--- src/hw/rtl/ipsf_pkg.sv ---
// Package for the I/Q pulse-shaping FIR: sample/coefficient types,
// register map constants and coefficient reset values.
// No dependencies.
package ipsf_pkg;

  localparam int unsigned SAMPLE_W  = 16;
  localparam int unsigned PROD_W    = 2 * SAMPLE_W;
  localparam int unsigned NUM_COEF  = 8;
  localparam int unsigned CFG_IDX_W = 4;
  localparam int unsigned CFG_DAT_W = 16;
  localparam int unsigned FRAC_W    = 15;

  typedef logic signed [SAMPLE_W-1:0] sample_t;
  typedef logic signed [SAMPLE_W-1:0] coef_t;

  // register indexes
  localparam logic [CFG_IDX_W-1:0] REG_COEF_0    = CFG_IDX_W'(0);
  localparam logic [CFG_IDX_W-1:0] REG_COEF_LAST = CFG_IDX_W'(NUM_COEF - 1);

  localparam coef_t COEF0_RESET = 16'sh7fff;
  localparam coef_t COEFN_RESET = 16'sh0000;

  localparam sample_t SAMPLE_MAX = 16'sh7fff;
  localparam sample_t SAMPLE_MIN = 16'sh8000;

endpackage

--- src/hw/rtl/ipsf_tap_cell.sv ---
// One tap cell of the FIR chain: multiply-accumulate for I and Q and a
// register stage that passes the sample window and partial sums onward.
// Depends on ipsf_pkg.
module ipsf_tap_cell #(
  parameter int unsigned TAPS  = 8,
  parameter int unsigned ACC_W = 35,
  parameter int unsigned IDX   = 0
) (
  input  logic                                   clk_i,
  input  logic                                   rst_ni,
  input  logic                                   load_i,
  input  logic                                   valid_i,
  input  ipsf_pkg::coef_t                        coef_i,
  input  logic [TAPS-1:0][ipsf_pkg::SAMPLE_W-1:0] win_i_i,
  input  logic [TAPS-1:0][ipsf_pkg::SAMPLE_W-1:0] win_q_i,
  input  logic signed [ACC_W-1:0]                acc_i_i,
  input  logic signed [ACC_W-1:0]                acc_q_i,
  output logic                                   valid_o,
  output logic [TAPS-1:0][ipsf_pkg::SAMPLE_W-1:0] win_i_o,
  output logic [TAPS-1:0][ipsf_pkg::SAMPLE_W-1:0] win_q_o,
  output logic signed [ACC_W-1:0]                acc_i_o,
  output logic signed [ACC_W-1:0]                acc_q_o
);
  import ipsf_pkg::*;

  logic signed [PROD_W-1:0] prod_i, prod_q;
  logic signed [ACC_W-1:0]  acc_i_d, acc_q_d;
  logic signed [ACC_W-1:0]  acc_i_q, acc_q_q;
  logic [TAPS-1:0][SAMPLE_W-1:0] win_i_q, win_q_q;
  logic valid_q;

  always_comb begin
    prod_i  = coef_i * $signed(win_i_i[IDX]);
    prod_q  = coef_i * $signed(win_q_i[IDX]);
    acc_i_d = acc_i_i + ACC_W'(prod_i);
    acc_q_d = acc_q_i + ACC_W'(prod_q);
  end

  always_ff @(posedge clk_i or negedge rst_ni) begin
    if (!rst_ni) begin
      valid_q <= 1'b0;
    end else if (load_i) begin
      valid_q <= valid_i;
    end
  end

  always_ff @(posedge clk_i) begin
    if (load_i) begin
      win_i_q <= win_i_i;
      win_q_q <= win_q_i;
      acc_i_q <= acc_i_d;
      acc_q_q <= acc_q_d;
    end
  end

  assign valid_o = valid_q;
  assign win_i_o = win_i_q;
  assign win_q_o = win_q_q;
  assign acc_i_o = acc_i_q;
  assign acc_q_o = acc_q_q;

endmodule

--- config.mk ---
export PLATFORM = sky130hd
export DESIGN_NAME = ipsf_tap_cell
export DESIGN_NICKNAME = d
export VERILOG_FILES = /design/src/hw/rtl/ipsf_pkg.sv /design/src/hw/rtl/ipsf_tap_cell.sv
export SDC_FILE = /design/constraint.sdc
export NUM_CORES = 2
export LEC_CHECK = 0
export ABC_AREA = 1
export BUFFER_PORTS_ARGS = -buffer_cell sky130_fd_sc_hd__clkbuf_2
export CAP_MARGIN = 20
export CORE_MARGIN = 5
export CORE_UTILIZATION = 48
export DETAILED_ROUTE_END_ITERATION = 10
export PLACE_DENSITY = 0.82
export RECOVER_POWER = 50
export SLEW_MARGIN = 20
export SYNTH_ARGS = -nofsm -noshare
export SYNTH_HDL_FRONTEND = slang
export SYNTH_SLANG_ARGS = --single-unit
--- constraint.sdc ---
create_clock -name clk_i -period 0.8 [get_ports clk_i]
set_clock_uncertainty 0.1 [all_clocks]
set_input_delay 0.12 -clock clk_i [delete_from_list [all_inputs] [get_ports clk_i]]
set_output_delay 0.12 -clock clk_i [all_outputs]
set_load 0.02 [all_outputs]
==> metrics.yaml <==
synthesis:
  synth_ff_type: "edfxtp_1"
  syn_inst: 3657
  synth_cell_types: 33
  synth_edf_count: 326
  syn-num-nets: 4831
  synth_top_cell_by_area: "fa_1"
  async_flop_share: 0.00306
  netlist_area_um2: 34900
  yosysSeqAreaShare: 0.281
  synth_seq_cells: 327
  syn_area_per_cell_um2: 9.54
  yosysWarnings: 0
  yosys.area.top_type_share: 0.356
  synthTopCellsByArea: "fa_1 36%, edfxtp_1 28%, inv_1 12%"
worst_setup_path:
  required_ps: 1040
  arrival_ps: 5910
  critical-path-max-stage-delay_ps: 1000
  crit_path_end_kind: "flop"
  critPathMaxFanout: 11
  slowest_stage: "fa_1"
  worstSetupPathType: "in2reg"
  path_cells: "clkbuf_2, buf_4, nand2_1, inv_1, fa_1, fa_1, ha_2, fa_1, fa_1, inv_2, fa_1, inv_2, ha_4, nand2_2, nand2_2, a21oi_2, nor2_1, nor2_2, nand2_2, nand2_1, nand2_1, nand2_1, nand2_1"
  cp-start-kind: "primary input"
grt:
  grt_max_degree: 51
  gr-total-overflow: 0
  grt_usage: 0.330
  antenna_found_initial: 29
  grt_pass1_vias: 33100
  grt_pass1_wl_um: 195000
drt:
  num_vias: 32400
  wl_met1_um: 48500
  dr_wl_met2_um: 70900
  first_pass_iters: 8
  met3_length_um: 18600
  drt_iter0_drc: 3521
  wl_per_cell_um: 25.8
  antenna_left: 0
  avgViaCountPerCell: 5.45
  drc: 0
  maxUsedRoutingLayer: "met5"
  wirelength_um: 154000
timing:
  finalMaxSlewViolations: 0
  fin_crit_ps: 5670
  hold_violations: 5
  setup_viol: 732
  finalCritPeriodShare: 7.08
  whs_ps: -212
  worstMarginPinSlew_ps: 810
  fin_ws_ps: -4870
  max_freq_mhz: 176
  slew_headroom: 0.460
  grt_setup_unrepaired: "yes"
clock_network:
  cts_tree: "yes"
  clk_latency_ps: 560
  hold_buffers: 248
  htree_levels: 2
  cts_root_buffer: "clkbuf_16"
  cts_max_path_buffers: 3
  path_clk_slew_ps: 80
  cts.sinks: 327
  numCtsBuffers: 37
placement:
  post_dp_cell_area_um2: 43600
  place_congestion: 1.00
  hpwl_um: 100000
  pre_cts_ws_ps: -5090
  port_buffers: 672
run_status:
  outcome: "finished, violations left"
  failed_checks: "hold timing, setup timing"
hold_path:
  hold_path.class: "in2reg"
finish:
  post-route-util: 0.729
  fin_nets: 6120
  fill_cells: 4291
  synthToLayoutAreaGrowth_pct: 49.9
  fin_area_um2: 52300
  drive_gt1_frac: 0.383
die:
  start_util: 0.486
  fp.dieH_um: 280
  ioPinCount: 673
  die-area_um2: 78100
  die_x_um: 280
  row_count: 98
  coreArea_um2: 71700
run:
  maxCapViolCount: 0
==> kinds of logic (layout without fill, tap and decap cells) <==
logic type	after synthesis	after routing	share of synthesized area
flops	327	327	0.281
compound gates	85	85	0.0136
xor+xnor	36	36	0.00904
mux	1	1	0.000323
other cells	0	19	0
buf+inv	1258	2575	0.136
fa+ha+maj	828	828	0.431
simple gates	1122	1122	0.130
==> state kept, by name (all words and copies together) (netlist names) <==
register,cells
win_i_o,128
win_q_o,128
acc_i_o,35
acc_q_o,35
valid_o,1
==> critical path: cells and delay by family <==
family	cells	cell delay, ps
adders and majority gates	7	3530
AOI/OAI and AO/OA	1	170
buffers and inverters	5	980
and+or+nand+nor	10	1060
==> layout by cell type, fill, tap and decap left out, drive strengths merged, types with 17 or more instances in the layout <==
cell type,n
a21oi,55
buf,648
clkbuf,502
clkinv,17
diode,19
dlygate4sd3,248
edfxtp,326
fa,620
ha,208
inv,1152
nand2,900
nand3,74
nor2,108
xor2,30
==> final cells by class <==
type / instances / area [µm²] / area share
antenna: 19 / 47.5 / 0.000909
clock buffer: 38 / 930 / 0.0178
clock inverter: 29 / 304 / 0.00582
inverter: 1146 / 4350 / 0.0831
multi-input combinational: 2072 / 23900 / 0.458
sequential: 327 / 9820 / 0.188
tap: 950 / 1190 / 0.0227
timing repair buffer: 1362 / 11700 / 0.224
==> per-stage QoR <==
stage	hold slack (ps)	cells	TNS (ps)
2_1_floorplan	-276	3657	-247410
3_3_place_gp	-204	5529	-378540
3_5_place_dp	-203	5529	-386150
4_1_cts	-262	5895	-418780
5_1_grt	-230	5932	-501890
6_report	-212	5943	-506350
==> metal layers <==
layer  GRT usage  vias to the layer above
li1            -                    13200
met4       0.208                       22
met3      0.0803                     1053
met1       0.378                    15700
met2       0.557                     2399
met5           0                        -
==> timing repair <==
action | 4_1_cts | 5_1_grt
gates resized for setup | 416 | 987
cloned | 13 | 1
hold endpoints to repair | 265 | 16
pin swaps | 192 | 212
buffers inserted | 38 | 35
endpoints found under the setup margin | 397 | 401
==> worst paths after layout <==
path                                     startpoint                     to  depth (start not counted)  slack [ps]
worst min register to register  valid_o$_DFFE_PN0P_    valid_o$_DFFE_PN0P_                          1         440
worst min-delay path                     acc_q_i[0]   acc_q_o[0]$_DFFE_PP_                          2        -210
min in group asynchronous                    rst_ni    valid_o$_DFFE_PN0P_                          3         360
worst max-delay path                     win_q_i[1]  acc_q_o[30]$_DFFE_PP_                         23       -4870
max in group asynchronous                    rst_ni    valid_o$_DFFE_PN0P_                          3         130
worst max register to register  valid_o$_DFFE_PN0P_    valid_o$_DFFE_PN0P_                          1         -80
==> synthesized netlist by cell type, drive strengths merged, types with 12 or more instances <==
library cell,number
nor2,108
nand2,900
xor2,30
edfxtp,326
clkbuf,106
fa,620
nand4,12
nand3,74
ha,208
inv,1146
o21bai,14
nor3,14
a21oi,55
Power is left out: the tool's default activity adds up to more than one toggle a clock period on the data nets, which glitch-free logic cannot reach.
