[src/hw/rtl/ipsf_pkg.sv]
// Package for the I/Q pulse-shaping FIR: sample/coefficient types,
// register map constants and coefficient reset values.
// No dependencies.
package ipsf_pkg;

  localparam int unsigned SAMPLE_W  = 16;
  localparam int unsigned PROD_W    = 2 * SAMPLE_W;
  localparam int unsigned NUM_COEF  = 8;
  localparam int unsigned CFG_IDX_W = 4;
  localparam int unsigned CFG_DAT_W = 16;
  localparam int unsigned FRAC_W    = 15;

  typedef logic signed [SAMPLE_W-1:0] sample_t;
  typedef logic signed [SAMPLE_W-1:0] coef_t;

  // register indexes
  localparam logic [CFG_IDX_W-1:0] REG_COEF_0    = CFG_IDX_W'(0);
  localparam logic [CFG_IDX_W-1:0] REG_COEF_LAST = CFG_IDX_W'(NUM_COEF - 1);

  localparam coef_t COEF0_RESET = 16'sh7fff;
  localparam coef_t COEFN_RESET = 16'sh0000;

  localparam sample_t SAMPLE_MAX = 16'sh7fff;
  localparam sample_t SAMPLE_MIN = 16'sh8000;

endpackage

[src/hw/rtl/ipsf_round_sat.sv]
// Output stage: rounds both sums to Q1.15 (half toward +inf), saturates,
// and holds the result request until it is taken.
// Depends on ipsf_pkg.
module ipsf_round_sat #(
  parameter int unsigned ACC_W = 35
) (
  input  logic                    clk_i,
  input  logic                    rst_ni,
  input  logic                    load_i,
  input  logic                    valid_i,
  input  logic signed [ACC_W-1:0] acc_i_i,
  input  logic signed [ACC_W-1:0] acc_q_i,
  output logic                    valid_o,
  output ipsf_pkg::sample_t       out_i_o,
  output ipsf_pkg::sample_t       out_q_o,
  output logic                    sat_o
);
  import ipsf_pkg::*;

  localparam int unsigned RW = ACC_W + 1 - FRAC_W;
  localparam logic signed [ACC_W:0]  HALF = (ACC_W + 1)'(1 << (FRAC_W - 1));
  localparam logic signed [RW-1:0]   RMAX = RW'(32767);
  localparam logic signed [RW-1:0]   RMIN = RW'(-32768);

  logic signed [ACC_W:0]  sum_i, sum_q;
  logic signed [RW-1:0]   r_i, r_q;
  logic                   hi_i, lo_i, hi_q, lo_q;
  sample_t                res_i_d, res_q_d;
  sample_t                res_i_q, res_q_q;
  logic                   sat_d, sat_q, valid_q;

  always_comb begin
    sum_i   = {acc_i_i[ACC_W-1], acc_i_i} + HALF;
    sum_q   = {acc_q_i[ACC_W-1], acc_q_i} + HALF;
    r_i     = sum_i[ACC_W:FRAC_W];
    r_q     = sum_q[ACC_W:FRAC_W];
    hi_i    = r_i > RMAX;
    lo_i    = r_i < RMIN;
    hi_q    = r_q > RMAX;
    lo_q    = r_q < RMIN;
    res_i_d = hi_i ? SAMPLE_MAX : (lo_i ? SAMPLE_MIN : r_i[SAMPLE_W-1:0]);
    res_q_d = hi_q ? SAMPLE_MAX : (lo_q ? SAMPLE_MIN : r_q[SAMPLE_W-1:0]);
    sat_d   = hi_i | lo_i | hi_q | lo_q;
  end

  always_ff @(posedge clk_i or negedge rst_ni) begin
    if (!rst_ni) begin
      valid_q <= 1'b0;
    end else if (load_i) begin
      valid_q <= valid_i;
    end
  end

  always_ff @(posedge clk_i) begin
    if (load_i) begin
      res_i_q <= res_i_d;
      res_q_q <= res_q_d;
      sat_q   <= sat_d;
    end
  end

  assign valid_o = valid_q;
  assign out_i_o = res_i_q;
  assign out_q_o = res_q_q;
  assign sat_o   = sat_q;

endmodule

[config.mk]
export PLATFORM = sky130hd
export DESIGN_NAME = ipsf_round_sat
export DESIGN_NICKNAME = d
export VERILOG_FILES = /design/src/hw/rtl/ipsf_pkg.sv /design/src/hw/rtl/ipsf_round_sat.sv
export SDC_FILE = /design/constraint.sdc
export NUM_CORES = 1
export LEC_CHECK = 0
export ABC_AREA = 0
export ABC_CLOCK_PERIOD_IN_PS = 900
export BUFFER_PORTS_ARGS = -buffer_cell sky130_fd_sc_hd__buf_4
export CORE_UTILIZATION = 46
export CTS_CLUSTER_SIZE = 20
export DETAILED_ROUTE_END_ITERATION = 6
export GPL_ROUTABILITY_DRIVEN = 0
export GPL_TIMING_DRIVEN = 0
export PLACE_DENSITY = 0.89
export SLEW_MARGIN = 40
export SYNTH_ARGS = -nofsm -noshare
export SYNTH_HDL_FRONTEND = slang
export SYNTH_SLANG_ARGS = --single-unit
export TNS_END_PERCENT = 10
[constraint.sdc]
create_clock -name clk_i -period 0.9 [get_ports clk_i]
set_clock_uncertainty 0.05 [all_clocks]
set_input_delay 0.09 -clock clk_i [delete_from_list [all_inputs] [get_ports clk_i]]
set_output_delay 0.09 -clock clk_i [all_outputs]
set_load 0.05 [all_outputs]
==> summary.md, run 1 <==
| Metric | Value |
|---|---|
| Post-synth net total | 273 |
| Combinational share of power | 0.343 |
| Maximum buffer depth of the clock tree | 2 |
| Top cell type by total area after synthesis | edfxtp_1 |
| Layout cells sized above 1 | 0.523 |
| Critical Path Source Type | input pin |
| Async SR Flop Fraction | 0.0294 |
| Avg Inst Size Synth | 10.7 sq um |
| Maximum number of pins on one net before global-route repair | 35 |
| Final wirelength | 6.39 mm |
| Detail Route Antenna Nets | 0 |
| Die footprint | 0.00486 sq mm |
| Layout fillers | 275 |
| Most frequent standard cell in the layout excluding fill and tap cells | buf_6 |
| Period minus WS final | 1.64 ns |
| Maximum fanout along the worst path | 4 |
| HPWL after detailed placement | 3.75 mm |
| Data required time of the critical path | 0.87 ns |
| Number of antenna violations at the first check in global routing | 0 |
| Leak | 1.34 nW |
| Register bit total from synthesis | 34 |
| Crit share post-route | 1.82 |
| Floorplan Core Area | 0.00438 sq mm |
| H-tree Lvls | 2 |
| Share of the yosys chip area belonging to registers | 0.482 |
| Net switching share of the total power | 0.330 |
| Clock root buffer master | clkbuf_8 |
| Minimum setup slack among reg-to-reg paths | 0.10 ns |
| Yosys top cell area share | 0.470 |
| Sw Pwr | 0.00158 W |
| Number of port buffers | 79 |
| Initial DRT Pass Iterations | 4 |
| First-pass GRT wire length | 9.67 mm |
| Count of warnings emitted by yosys | 0 |
| Endpoint type of the worst setup path | register |
| Slowest cell delay on critical path | 0.41 ns |
| Global route total overflow | 0 |
| Worst-skew pair later-pin latency | 0.27 ns |
| Most Frequent Cell on Critical Path | buf_4 |
| Outcome | complete, but fails checks |
| Violated checks | setup timing |
| Min-Delay Path Class | input pin to register |
| Mean routed wirelength per cell | 17.8 microns |
| Area occupied by multi-input gates | 0.00127 sq mm |
| VDD IR-drop max | 0.790 mV |
| Number of failing setup endpoints in the final timing report | 67 |
| Synthesized instance count | 197 |
| Peak Freq | 609 MHz |
| Via-to-Cell Ratio | 5.73 |
| Pwr/cell area | 1370 mW/mm^2 |
| Std cell rows | 24 |
| Number of global-route vias before repair | 2018 |
| Headroom to the max-slew limit | 0.700 |
| Initial Utilization | 0.481 |
| Number of hold violations in the final report | 0 |
| Unrepaired setup endpoints after global routing | yes |
| Max-slew violations | 0 |
| Post-placement worst setup slack | -1.18 ns |
| Clock power frac | 0.243 |
| Crit path setup slack, layout | -0.742 ns |
| Area post-placement | 0.00282 sq mm |
| Slowest stage cell on the critical path | or3_4 |
| Commonest register cell after synthesis | edfxtp_1 |
| Total routing usage reported by global routing | 0.251 |
| Number of unique standard cell types used by synthesis | 39 |
| Maximum Capacitance Violations | 0 |
| Slew @ Worst Pin | 0.449 ns |
| Count of pins on the block boundary | 108 |
| Final-layout worst hold slack | 0.000136 ns |
| Number of flops mapped to enable cells by yosys | 33 |
| Cell internal pwr | 0.00321 W |
| CP cell instances | buf_8 -> ha_4 -> nand4_1 -> buf_4 -> buf_4 -> or3_4 -> nor2_4 -> xnor2_2 -> a21oi_2 |
| Diode count | 0 |
| Clock sink total | 34 |
| Area of all placed cells without fillers | 0.00349 sq mm |
| Starting DRC count in detailed routing | 175 |
| Critical path type | input pin to register |
| Most used cells in the layout excluding fill and tap cells | buf_6 (49), buf_4 (47), edfxtp_1 (33) |
| DRC violation count after routing | 0 |
| Final net count | 381 |
| Via count | 2050 |
| Register clock-pin slew on the reported worst setup and hold paths | 0.06 ns |
| Clock buffer count from CTS | 5 |
| Area of all sequential standard cells | 0.00102 sq mm |
| Die Y | 69.7 microns |
| Die span in x | 69.7 microns |
| Endpoint arrival time on the critical path | 1.61 ns |
| Area added between synthesis and finish | 65.8% |
| TritonCTS clock tree | built |
| Cell types with the largest area share after synthesis | edfxtp_1 (47%), xnor2_1 (7.1%), xor2_1 (6.6%) |
| Sequential share of power | 0.414 |
| Post-synthesis instance area | 0.00211 sq mm |
[timing repair]
action	4_1_cts	5_1_grt
setup buffers	13	7
gates resized for setup	96	20
hold endpoints to repair	1	0
cloned	2	0
endpoints found under the setup margin	67	67
hold buffers	1	0
pin swaps	25	22
[cells by family after synthesis]
| family | count (synthesis) | synth area share |
|---|---|---|
| XOR/XNOR | 33 | 0.137 |
| adder cells (fa/ha/maj) | 2 | 0.0119 |
| multiplexers | 4 | 0.0196 |
| AO/OA/AOI/OAI | 41 | 0.125 |
| flip-flops | 34 | 0.482 |
| AND/OR/NAND/NOR | 73 | 0.198 |
| buffers and inverters | 10 | 0.0261 |
[critical path: cells and delay by family]
family,cells,cell delay [ns]
XOR/XNOR,1,0.14
buffers and inverters,3,0.42
adder cells (fa/ha/maj),1,0.13
AND/OR/NAND/NOR,3,0.75
AO/OA/AOI/OAI,1,0.08
[synth_stat cells, drive strengths merged, types with 2 or more instances]
| library cell | count |
|---|---|
| inv | 6 |
| nand2 | 15 |
| nor2 | 13 |
| xnor2 | 17 |
| ha | 2 |
| nand3 | 12 |
| a31oi | 2 |
| or3 | 3 |
| mux2i | 3 |
| nor3 | 4 |
| buf | 4 |
| edfxtp | 33 |
| nor4 | 3 |
| and2 | 2 |
| and3 | 4 |
| nand4 | 9 |
| xor2 | 16 |
| o21a | 2 |
| o21ai | 17 |
| and4 | 6 |
| a21oi | 14 |
[final timing paths]
kind                                to  cells past startpoint         from
max                        out_i_o[13]                      9  acc_i_i[15]
min                            valid_o                      2      valid_i
max reg2reg                    valid_o                      1      valid_o
min reg2reg                    valid_o                      1      valid_o
max in group asynchronous      valid_o                      2       rst_ni
min in group asynchronous      valid_o                      2       rst_ni
[layout make-up]
cell class,count,area share
Sequential cell,34,0.291
Clock buffer,8,0.0258
Timing Repair Buffer,101,0.282
Buffer,4,0.0140
Inverter,6,0.00644
Multi-Input combinational cell,153,0.362
Tap cell,52,0.0186
[power by group through the flow]
stage | Sequential (W) | Combinational, W | Clock (W)
after floorplan | 0.00249 | 0.000288 | 0
after global placement | 0.00198 | 0.00130 | 0
after detailed placement | 0.00198 | 0.00133 | 0
after CTS | 0.00198 | 0.00156 | 0.00115
after global routing | 0.00199 | 0.00171 | 0.00124
final | 0.00198 | 0.00164 | 0.00117
[state kept, by name (all words and copies together), names as in the netlist]
register  flops
out_q_o      16
sat_o         1
valid_o       1
out_i_o      16
[stage by stage]
stage          power [W]   util  instances  TNS (ns)
2_1_floorplan    0.00278      -        197    -23.03
6_report         0.00479  0.797        358    -24.48
5_1_grt          0.00495  0.797        358    -27.18
4_1_cts          0.00469  0.764        352    -23.02
3_5_place_dp     0.00331  0.643        328    -35.86
3_3_place_gp     0.00328  0.643        328    -34.60
[routing by layer]
layer,vias up,share of wire,track usage
met3,17,0.031,0.0320
met4,0,0.029,0.0956
met2,72,0.53,0.439
li1,956,-,-
met1,1005,0.40,0.315
met5,-,0,0
(Power assumes the default switching activity.)
==> inputs of run 2 (changes only) <==
--- a/config.mk
+++ b/config.mk
@@ -10,3 +10,5 @@
 export BUFFER_PORTS_ARGS = -buffer_cell sky130_fd_sc_hd__buf_4
-export CORE_UTILIZATION = 46
+export CELL_PAD_IN_SITES_DETAIL_PLACEMENT = 2
+export CELL_PAD_IN_SITES_GLOBAL_PLACEMENT = 2
+export CORE_UTILIZATION = 26
 export CTS_CLUSTER_SIZE = 20
@@ -15,3 +17,4 @@
 export GPL_TIMING_DRIVEN = 0
-export PLACE_DENSITY = 0.89
+export PLACE_DENSITY = 0.87
+export SKIP_CTS_REPAIR_TIMING = 1
 export SLEW_MARGIN = 40
==> constraint.sdc (replaced) <==
create_clock -name clk_i -period 0.9 [get_ports clk_i]
set_clock_uncertainty 0.05 [all_clocks]
set_input_delay 0.045 -clock clk_i [delete_from_list [all_inputs] [get_ports clk_i]]
set_output_delay 0.045 -clock clk_i [all_outputs]
set_load 0.05 [all_outputs]
==> run 2 against run 1 <==
The run still ends with setup timing left. First-iteration DRC count shrank 77%. Core utilization shrank 35 points. Wire length grew 16%. Setup slack lost 0.044 ns. Worst hold slack gained 0.046 ns. Largest cell class unchanged.
==> summary.md, run 2 (synthesis gave the netlist of run 1 again) <==
| Metric | Value |
|---|---|
| Die span in x | 92.1 microns |
| Starting DRC count in detailed routing | 41 |
| Most frequent standard cell in the layout excluding fill and tap cells | buf_6 |
| Diode count | 0 |
| Final core utilization | 0.445 |
| Final setup TNS | -23.66 ns |
| HPWL after detailed placement | 5.09 mm |
| VDD IR-drop max | 0.943 mV |
| Clock sink total | 34 |
| Most used cells in the layout excluding fill and tap cells | buf_6 (51), buf_4 (42), edfxtp_1 (33) |
| Mean routed wirelength per cell | 18.5 microns |
| Die footprint | 0.00847 sq mm |
| Via-to-Cell Ratio | 4.91 |
| Initial DRT Pass Iterations | 4 |
| Unrepaired setup endpoints after global routing | yes |
| Area post-placement | 0.00288 sq mm |
| TritonCTS clock tree | built |
| Final wirelength | 7.43 mm |
| Maximum fanout along the worst path | 5 |
| Violated checks | setup timing |
| Headroom to the max-slew limit | 0.691 |
| Worst-skew pair later-pin latency | 0.27 ns |
| Min-Delay Path Class | input pin to asynchronous set/reset pin |
| H-tree Lvls | 2 |
| Crit share post-route | 1.87 |
| First-pass GRT wire length | 10.4 mm |
| Layout cells sized above 1 | 0.507 |
| Register clock-pin slew on the reported worst setup and hold paths | 0.07 ns |
| DRC violation count after routing | 0 |
| Number of antenna violations at the first check in global routing | 0 |
| Maximum Capacitance Violations | 0 |
| Max-slew violations | 0 |
| Number of failing setup endpoints in the final timing report | 67 |
| Endpoint type of the worst setup path | register |
| Final net count | 375 |
| Count of pins on the block boundary | 108 |
| Number of hold violations in the final report | 0 |
| Maximum buffer depth of the clock tree | 2 |
| Slew @ Worst Pin | 0.464 ns |
| Critical Path Source Type | input pin |
| Initial Utilization | 0.271 |
| Pwr/cell area | 1400 mW/mm^2 |
| Outcome | complete, but fails checks |
| Number of global-route vias before repair | 2068 |
| Critical path type | input pin to register |
| Via count | 1975 |
| Minimum setup slack among reg-to-reg paths | 0.09 ns |
| Maximum number of pins on one net before global-route repair | 35 |
| Area of all placed cells without fillers | 0.00346 sq mm |
| Detail Route Antenna Nets | 0 |
| Global route total overflow | 0 |
| Endpoint arrival time on the critical path | 1.67 ns |
| Std cell rows | 32 |
| Die Y | 92.1 microns |
| Data required time of the critical path | 0.89 ns |
| Crit path setup slack, layout | -0.786 ns |
| Clock buffer count from CTS | 5 |
| Area added between synthesis and finish | 64.0% |
| Number of port buffers | 79 |
| Clock root buffer master | clkbuf_8 |
| Leak | 1.31 nW |
| Total routing usage reported by global routing | 0.157 |
| Floorplan Core Area | 0.00777 sq mm |
| Period minus WS final | 1.69 ns |
| Peak Freq | 593 MHz |
[run 2: changes by cell type in the layout (fill, tap and decap cells not counted), sizes merged]
cell	change
buf	-7
clkbuf	-1
clkinv	+1
dlygate4sd3	+1
[run 2: metal layers]
layer	track usage	vias to the layer above	wire (microns)
met2	0.294	38	4100
li1	-	946	-
met3	0.0224	7	166
met5	0	-	0
met4	0.0495	0	91
met1	0.183	984	3070
[run 2: final timing paths]
check | from | endpoint | depth (start not counted)
setup / recovery | acc_i_i[15] | out_i_o[12] | 9
hold / removal | rst_ni | valid_o | 2
setup reg to reg | valid_o | valid_o | 1
hold reg to reg | valid_o | valid_o | 1
max in group asynchronous | rst_ni | valid_o | 2
min in group clk_i | acc_q_i[29] | out_q_o[14] | 3
[run 2: cell type report]
| type | count | area, sq um |
|---|---|---|
| fill | 814 | 4310 |
| multi-input combinational | 153 | 1230 |
| sequential | 34 | 1020 |
| timing repair buffer | 95 | 925 |
| tap | 102 | 128 |
| clock buffer | 7 | 86.3 |
| buffer | 4 | 45.0 |
| inverter | 6 | 22.5 |
| clock inverter | 1 | 5.00 |
[run 2: worst max-delay path: stages]
cell and delay [ns]:
buf_6 0.10, ha_4 0.13, nand4_1 0.28, nor4_4 0.37, xnor2_2 0.19, nor2_2 0.09
nor2_4 0.22, buf_6 0.16, o21ai_1 0.07
[run 2: report_power, final]
group / total, W / internal, W / switching [W]
clock network: 0.00122 / 0.000619 / 0.000600
registers: 0.00198 / 0.00191 / 0.0000689
logic: 0.00163 / 0.000656 / 0.000978
[run 2: stage by stage]
stage                     hold slack, ns  setup slack [ns]  cells  power [W]
after CTS                         -0.528             -1.02    386    0.00456
after floorplan                   -0.301            -0.723    197    0.00278
after detailed placement          -0.228             -1.33    378    0.00336
after global placement            -0.229             -1.19    378    0.00332
after global routing              0.0431            -0.844    402    0.00500
final                             0.0460            -0.786    402    0.00483
